File: src/hw/rtl/lbp_pkg.sv
// Shared types and constants of the RGB 3x3 local binary pattern stream.
package lbp_pkg;

   // Fixed widths of the register fields and of the result fields.
   localparam int WIDTH_REG_BITS  = 11;
   localparam int HEIGHT_REG_BITS = 13;
   localparam int CSR_DATA_BITS   = 13;
   localparam int CSR_INDEX_BITS  = 1;
   localparam int IN_SAMPLE_BITS  = 8;
   localparam int CODE_BITS       = 8;
   localparam int OUT_X_BITS      = 10;
   localparam int OUT_Y_BITS      = 12;

   localparam logic [WIDTH_REG_BITS-1:0]  WIDTH_RESET  = 11'd640;
   localparam logic [HEIGHT_REG_BITS-1:0] HEIGHT_RESET = 13'd480;

   typedef enum logic [CSR_INDEX_BITS-1:0] {
      CSR_IMAGE_WIDTH  = 1'b0,
      CSR_IMAGE_HEIGHT = 1'b1
   } csr_index_type;

   // Which sides of the window lie inside the image.
   typedef struct packed {
      logic has_left;
      logic has_right;
      logic has_top;
      logic has_bottom;
   } border_type;

   // Weight of each window cell, indexed [column][row]; column 0 is left, row 0 is top.
   localparam logic [CODE_BITS-1:0] CELL_WEIGHT [3][3] = '{
      '{8'd1, 8'd128, 8'd64},
      '{8'd2, 8'd0,   8'd32},
      '{8'd4, 8'd8,   8'd16}
   };

endpackage

File: src/hw/rtl/lbp_code.sv
// Pattern code of the three color channels from one 3x3 RGB window.
module lbp_code #(
   parameter int SAMPLE_BITS = 8,
   localparam int PIX_W = 3 * SAMPLE_BITS
) (
   input  logic [2:0][2:0][PIX_W-1:0]           window,
   input  lbp_pkg::border_type                  border,
   output logic [2:0][lbp_pkg::CODE_BITS-1:0]   codes
);

   always_comb begin
      logic [SAMPLE_BITS-1:0] centre;
      logic [SAMPLE_BITS-1:0] neighbor;
      logic                   use_cell;
      for (int ch = 0; ch < 3; ch++) begin
         codes[ch] = '0;
         centre = window[1][1][ch*SAMPLE_BITS +: SAMPLE_BITS];
         for (int c = 0; c < 3; c++) begin
            for (int r = 0; r < 3; r++) begin
               neighbor = window[c][r][ch*SAMPLE_BITS +: SAMPLE_BITS];
               use_cell = (c != 0 || border.has_left) && (c != 2 || border.has_right) &&
                          (r != 0 || border.has_top) && (r != 2 || border.has_bottom);
               // Nonzero weights are distinct single bits, so OR is the same as a sum.
               if (use_cell && neighbor >= centre) begin
                  codes[ch] = codes[ch] | lbp_pkg::CELL_WEIGHT[c][r];
               end
            end
         end
      end
   end

endmodule

File: config.mk
export PLATFORM = sky130hd
export DESIGN_NAME = lbp_code
export DESIGN_NICKNAME = d
export VERILOG_FILES = /design/src/hw/rtl/lbp_pkg.sv /design/src/hw/rtl/lbp_code.sv
export SDC_FILE = /design/constraint.sdc
export NUM_CORES = 1
export LEC_CHECK = 0
export CAP_MARGIN = 20
export CORE_ASPECT_RATIO = 0.8
export CORE_UTILIZATION = 45
export DETAILED_ROUTE_END_ITERATION = 8
export DONT_BUFFER_PORTS = 1
export GPL_TIMING_DRIVEN = 0
export PLACE_DENSITY = 0.71
export SKIP_LAST_GASP = 1
export SLEW_MARGIN = 20
export SYNTH_ARGS = -nofsm -noshare
export SYNTH_HDL_FRONTEND = slang
export SYNTH_SLANG_ARGS = --single-unit
File: constraint.sdc
create_clock -name vclk -period 1.6
set_clock_uncertainty 0.1 [all_clocks]
set_input_delay 0.16 -clock vclk [all_inputs]
set_output_delay 0.16 -clock vclk [all_outputs]
set_load 0.02 [all_outputs]
==> summary.md, run 1 <==
| Metric | Value |
|---|---|
| Outcome | `finished, violations left` |
| Failing checks | `negative setup slack` |
| Syn Nets | `approximately 900` |
| Die area | `roughly 0.0096 sq mm` |
| DR vias | `4,227` |
| Max-cap check violation count | `0` |
| RSZ-0062 raised after global routing | `true` |
| Crit. End Element | `output port` |
| Worst endpoint required time | `around 1300 ps` |
| Vias in the first global route | `approximately 4,200` |
| Syn Std Cell Area | `0.00416 sq mm` |
| Row count | `30` |
| Final net count | `approximately 950` |
| Cells after synthesis | `493` |
| Grt total ovfl | `0` |
| Clock buffers | `0` |
| Filler cells | `704` |
| Layout cells sized above 1 | `about 29%` |
| 1st-iter DRT viols | `around 170` |
| Worst setup path start | `window[98]` |
| Tot Pwr | `about 1.5 mW` |
| Pwr Density | `262 mW/mm^2` |
| Avg Vias per Cell | `roughly 6.6` |
| Seq cells | `0` |
| Critical Path Source Type | `input port` |
| Slew Limit Headroom | `roughly 70%` |
| Final GP Congestion | `~0.81` |
| Syn_area_per_cell | `about 8.4 sq um` |
| First-pass GRT wire length | `~20,000 um` |
| Worst Setup Path Type | `input port to output port` |
| Avg WL per Cell | `about 23 um` |
| Register area | `0 sq um` |
| Worst setup path end | `codes[5]` |
| Synth unique cells | `21` |
| YS warnings | `0` |
| Worst Path Arrival | `between 1500 and 2000 ps` |
| Final TNS setup | `-1420 ps` |
| Post-route minimum period | `1770 ps` |
| Total iterations of the first detailed-routing run | `4` |
| Critical path fanouts, max | `6` |
| Area of the multi-input gates | `between 0.004 and 0.005 sq mm` |
| Final Routed Wirelength | `~15,000 um` |
| Final setup fails | `22` |
| Worst Max-Slew Pin Slew | `464 ps` |
| Die span in x | `about 110 um` |
| Max Slew Vio Count | `0` |
| Internal Power | `between 600 and 700 uW` |
| Reg power frac | `0%` |
| VDD IR-drop max | `approximately 0.15 mV` |
| Hpwl dp | `11,000 um` |
| Layout area overhead | `33.6%` |
| Setup WS post-layout | `-171 ps` |
| Initial antenna violation count | `0` |
| Sw Pwr | `about 780 uW` |
| Setup slack at placement | `-318 ps` |
| IO buf count | `0` |
| Max Freq | `565 MHz` |
| Switch share | `a little over half` |
| Starting Density | `between 40% and 50%` |
| Core ar. | `about 0.0087 sq mm` |
| Sequential element share of the synthesized area | `0%` |
| Util after Layout | `63.8%` |
| Clock network fraction of total power | `0%` |
| Hold Vio Cnt, Final | `0` |
| Fin crit share | `111%` |
| Leak Pwr | `2.38 nW` |
| Path type of the worst min-delay path | `input port to output port` |
| Total GRT Usage | `27.1%` |
| Drt drc | `0` |
| Hold path cells | `2` |
| Post-route ant nets | `0` |
| Antenna Diode Count | `0` |
| Die Y | `~90 um` |
| # IOs | `roughly 240` |
| Largest net degree at the start of global routing | `11` |
| Logic pwr share | `100.0%` |
| Hold Buf Count CTS | `0` |
-- cell usage after synthesis (all sizes together) --
master / n / share of area (%)
a2111oi: 12 / 2.7
a211o: 12 / 2.5
a21oi: 48 / 5.8
a31oi: 24 / 3.6
buf: 4 / 0.99
ha: 192 / 58
inv: 45 / 4.1
nand2: 24 / 2.2
nand2b: 24 / 3.6
nand3: 24 / 3.3
nor2: 12 / 1.1
nor4: 12 / 1.8
o2111ai: 12 / 2.5
o21a: 24 / 4.3
o21ai: 12 / 1.4
o31ai: 12 / 2.3
-- critical path, stage by stage --
cell        delay (ps)
clkinvlp_4         140
buf_4              190
ha_4               230
a211o_1            280
a31oi_1            190
nor4_1              80
o21a_2             250
-- per-stage QoR --
stage	std cells	hold slack, ps	cell area (sq um)
finish	644	400	5560
global route	644	408	5560
CTS	623	422	4990
detailed placement	605	465	4300
global placement	605	465	4300
floorplan	493	431	4160
-- cell type report --
class,instances,area share [%]
multi-input combinational,444,85.9
timing repair buffer,39,6.87
inverter,45,3.99
tap,112,2.52
buffer,4,0.743
-- how the worst min path moves through the flow --
| stage | to | from | slack [ps] |
|---|---|---|---|
| after CTS | codes[2] | border[2] | 420 |
| after detailed placement | codes[20] | border[0] | 470 |
| final | codes[10] | border[1] | 400 |
| after global placement | codes[10] | border[1] | 460 |
| after floorplan | codes[2] | border[2] | 430 |
| after global routing | codes[10] | border[1] | 410 |
-- cells by family (layout without fill, tap and decap cells) --
| family | count (synthesis) | in the layout | share of synthesized area [%] |
|---|---|---|---|
| adder cells (fa/ha/maj) | 192 | 192 | 57.8 |
| AND/OR/NAND/NOR | 96 | 96 | 12.0 |
| AO/OA/AOI/OAI | 156 | 156 | 25.2 |
| buffers and inverters | 49 | 88 | 5.06 |
-- power by group through the flow --
stage | combinational [mW] | sequential, mW | clock (mW)
final | 1.45 | 0 | 0
after global routing | 1.63 | 0 | 0
after CTS | 1.25 | 0 | 0
after detailed placement | 1.03 | 0 | 0
after global placement | 0.964 | 0 | 0
after floorplan | 0.808 | 0 | 0
-- what timing repair did --
action	4_1_cts	5_1_grt
gates resized for setup	93	52
pin swaps	13	29
endpoints found under the setup margin	24	24
endpoints found under the hold margin	0	0
setup buffers	18	21
-- cells in the final DEF, fill, tap and decap left out, types with 7 or more instances in the layout --
cell type and n:
a2111oi_2 11, a211o_1 12, a21oi_1 46, a31oi_1 16, a31oi_2 7, buf_4 28
buf_6 10, clkinvlp_4 14, ha_1 155, ha_4 33, inv_1 31, nand2_1 23
nand2b_1 24, nand3_1 20, nor2_1 12, o2111ai_1 9, o21a_1 12, o21a_2 12
o21ai_0 12, o31ai_4 12
-- per-layer routing --
layer  track usage, %  share of wire (%)
met1             28.4                 37
met2             55.9                 54
met3             4.76                7.5
met4             5.33                2.0
met5                0                  0
Note: power is estimated with default switching activity, not from simulation.
==> run 2, diff against run 1 <==
- clock period: 1.6 -> 1.87 ns (I/O delays scaled with it)
==> summary.md, run 2 (same netlist as run 1, synthesis figures left out) <==
| Metric | Value |
|---|---|
| Hpwl dp | `11,000 um (unchanged)` |
| Critical path fanouts, max | `8 (was 6)` |
| Leak Pwr | `2.20 nW (was 2.38 nW)` |
| Max Slew Vio Count | `0 (unchanged)` |
| Worst Path Arrival | `1620 ps (was 1510 ps)` |
| Die area | `0.00963 sq mm (unchanged)` |
| VDD IR-drop max | `0.124 mV (was 0.148 mV)` |
| Antenna Diode Count | `0 (unchanged)` |
| Crit. End Element | `output port (unchanged)` |
| Die Y | `88.0 um (unchanged)` |
| Cell Chain, Critical Path | `clkinvlp_4 -> ha_1 -> a211o_1 -> a31oi_1 -> nor4_1 -> o21a_1 (was clkinvlp_4 -> buf_4 -> ha_4 -> a211o_1 -> a31oi_1 -> nor4_1 -> o21a_2)` |
| CP max-delay cell | `ha_1 (was a211o_1)` |
| Failing checks | `negative setup slack (unchanged)` |
| Worst Setup Path Type | `input port to output port (unchanged)` |
| Worst endpoint required time | `1580 ps (was 1340 ps)` |
| Post-route minimum period | `approximately 1900 ps` |
| Final Routed Wirelength | `12,800 um (was 14,800 um)` |
| First-pass GRT wire length | `18,700 um (was 20,300 um)` |
| Die span in x | `109 um (unchanged)` |
| IO buf count | `0 (unchanged)` |
| Pwr Density | `209 mW/mm^2 (was 262 mW/mm^2)` |
| Hold path cells | `2 (unchanged)` |
| RSZ-0062 raised after global routing | `true (unchanged)` |
| DR vias | `3,919 (was 4,227)` |
| Post-route ant nets | `0 (unchanged)` |
| Total GRT Usage | `24.7% (was 27.1%)` |
| Slew Limit Headroom | `52.4% (was 69.0%)` |
| Hold Crit Start | `border[2] (was border[1])` |
| Register area | `0 sq um (unchanged)` |
| Starting Density | `47.7% (unchanged)` |
| Hold Buf Count CTS | `0 (unchanged)` |
| Hold Vio Cnt, Final | `0 (unchanged)` |
| Grt total ovfl | `0 (unchanged)` |
| Final net count | `909 (was 946)` |
| Max Freq | `about 530 MHz` |
| Vias in the first global route | `3,828 (was 4,194)` |
| Fin crit share | `102%` |
| 1st-iter DRT viols | `78 (was 171)` |
| Layout cells sized above 1 | `4.65% (was 28.9%)` |
| Drt drc | `0 (unchanged)` |
| Largest net degree at the start of global routing | `11 (unchanged)` |
| Core ar. | `0.00871 sq mm (unchanged)` |
| Outcome | `finished, violations left (unchanged)` |
| Util after Layout | `50.3% (was 63.8%)` |
| Seq cells | `0 (unchanged)` |
| Filler cells | `856 (was 704)` |
| Worst Max-Slew Pin Slew | `707 ps (was 464 ps)` |
| Hold Path End | `codes[2] (was codes[10])` |
| Most frequent cells in the layout | `ha_1 (192), a21oi_1 (48), inv_1 (43) (was ha_1 (155), a21oi_1 (46), ha_4 (33))` |
| Avg WL per Cell | `21.1 um (was 23.0 um)` |
| Final setup fails | `1 (was 22)` |
| Clock buffers | `0 (unchanged)` |
| Total iterations of the first detailed-routing run | `4 (unchanged)` |
| Setup WS post-layout | `-32.6 ps (was -171 ps)` |
| Critical Path Source Type | `input port (unchanged)` |
| Path type of the worst min-delay path | `input port to output port (unchanged)` |
| Initial antenna violation count | `0 (unchanged)` |
| Max-cap check violation count | `0 (unchanged)` |
| Tot Pwr | `914 uW (was 1.45 mW)` |
| Avg Vias per Cell | `6.46 (was 6.56)` |
| # IOs | `244 (unchanged)` |
| Final GP Congestion | `0.809 (unchanged)` |
| Critical path's largest stage delay | `380 ps (was 280 ps)` |
| Layout area overhead | `5.39% (was 33.6%)` |
| Row count | `30 (unchanged)` |
| Commonest non-fill, non-tap cell in the layout | `ha_1 (unchanged)` |
| Area of the multi-input gates | `0.00401 sq mm (was 0.00477 sq mm)` |
==> run 2: metrics by stage <==
stage	setup slack [ps]	instances	TNS (ps)	hold WS, ps	instance area [sq um]
after detailed placement	-102	605	-156	519	4300
after CTS	-10.8	605	-10.8	512	4330
after floorplan	254	493	0	485	4160
after global routing	-57.6	607	-118	500	4380
final	-32.6	607	-32.6	480	4380
after global placement	-92.2	605	-104	519	4300
==> run 2: worst max path at each step <==
| stage | from | to | slack (ps) | depth (start not counted) |
|---|---|---|---|---|
| 2_1_floorplan | window[99] | codes[2] | 250 | 5 |
| 3_3_place_gp | window[98] | codes[6] | -90 | 5 |
| 3_5_place_dp | window[98] | codes[6] | -100 | 5 |
| 4_1_cts | window[98] | codes[2] | -10 | 5 |
| 5_1_grt | window[114] | codes[20] | -60 | 5 |
| 6_report | window[98] | codes[3] | -30 | 6 |
==> run 2: final cells by class <==
type / count / area share [%]
Timing Repair Buffer: 2 / 0.343
Tap cell: 112 / 3.20
Inverter: 45 / 4.03
Multi-Input combinational cell: 444 / 91.5
Buffer: 4 / 0.942
==> run 2: report_power, final <==
| group | switching [mW] | internal, mW |
|---|---|---|
| Sequential | 0 | 0 |
| Clock | 0 | 0 |
| Combinational | 0.524 | 0.390 |
==> run 2: critical path, delay by kind of cell <==
| kind | cells | cell delay (ps) |
|---|---|---|
| AOI/OAI and AO/OA | 3 | 790 |
| and+or+nand+nor | 1 | 100 |
| adders and majority gates | 1 | 380 |
| buffers and inverters | 1 | 160 |
==> run 2: what timing repair did <==
action / 4_1_cts / 5_1_grt
endpoints found under the setup margin: 6 / 11
buffers inserted: 0 / 2
gates resized for setup: 6 / 11
==> run 2: metal layers <==
layer / track usage, % / wire [um]
met5: 0 / 0
met4: 4.00 / 236
met3: 4.39 / 985
met2: 49.5 / 6440
met1: 27.2 / 5130
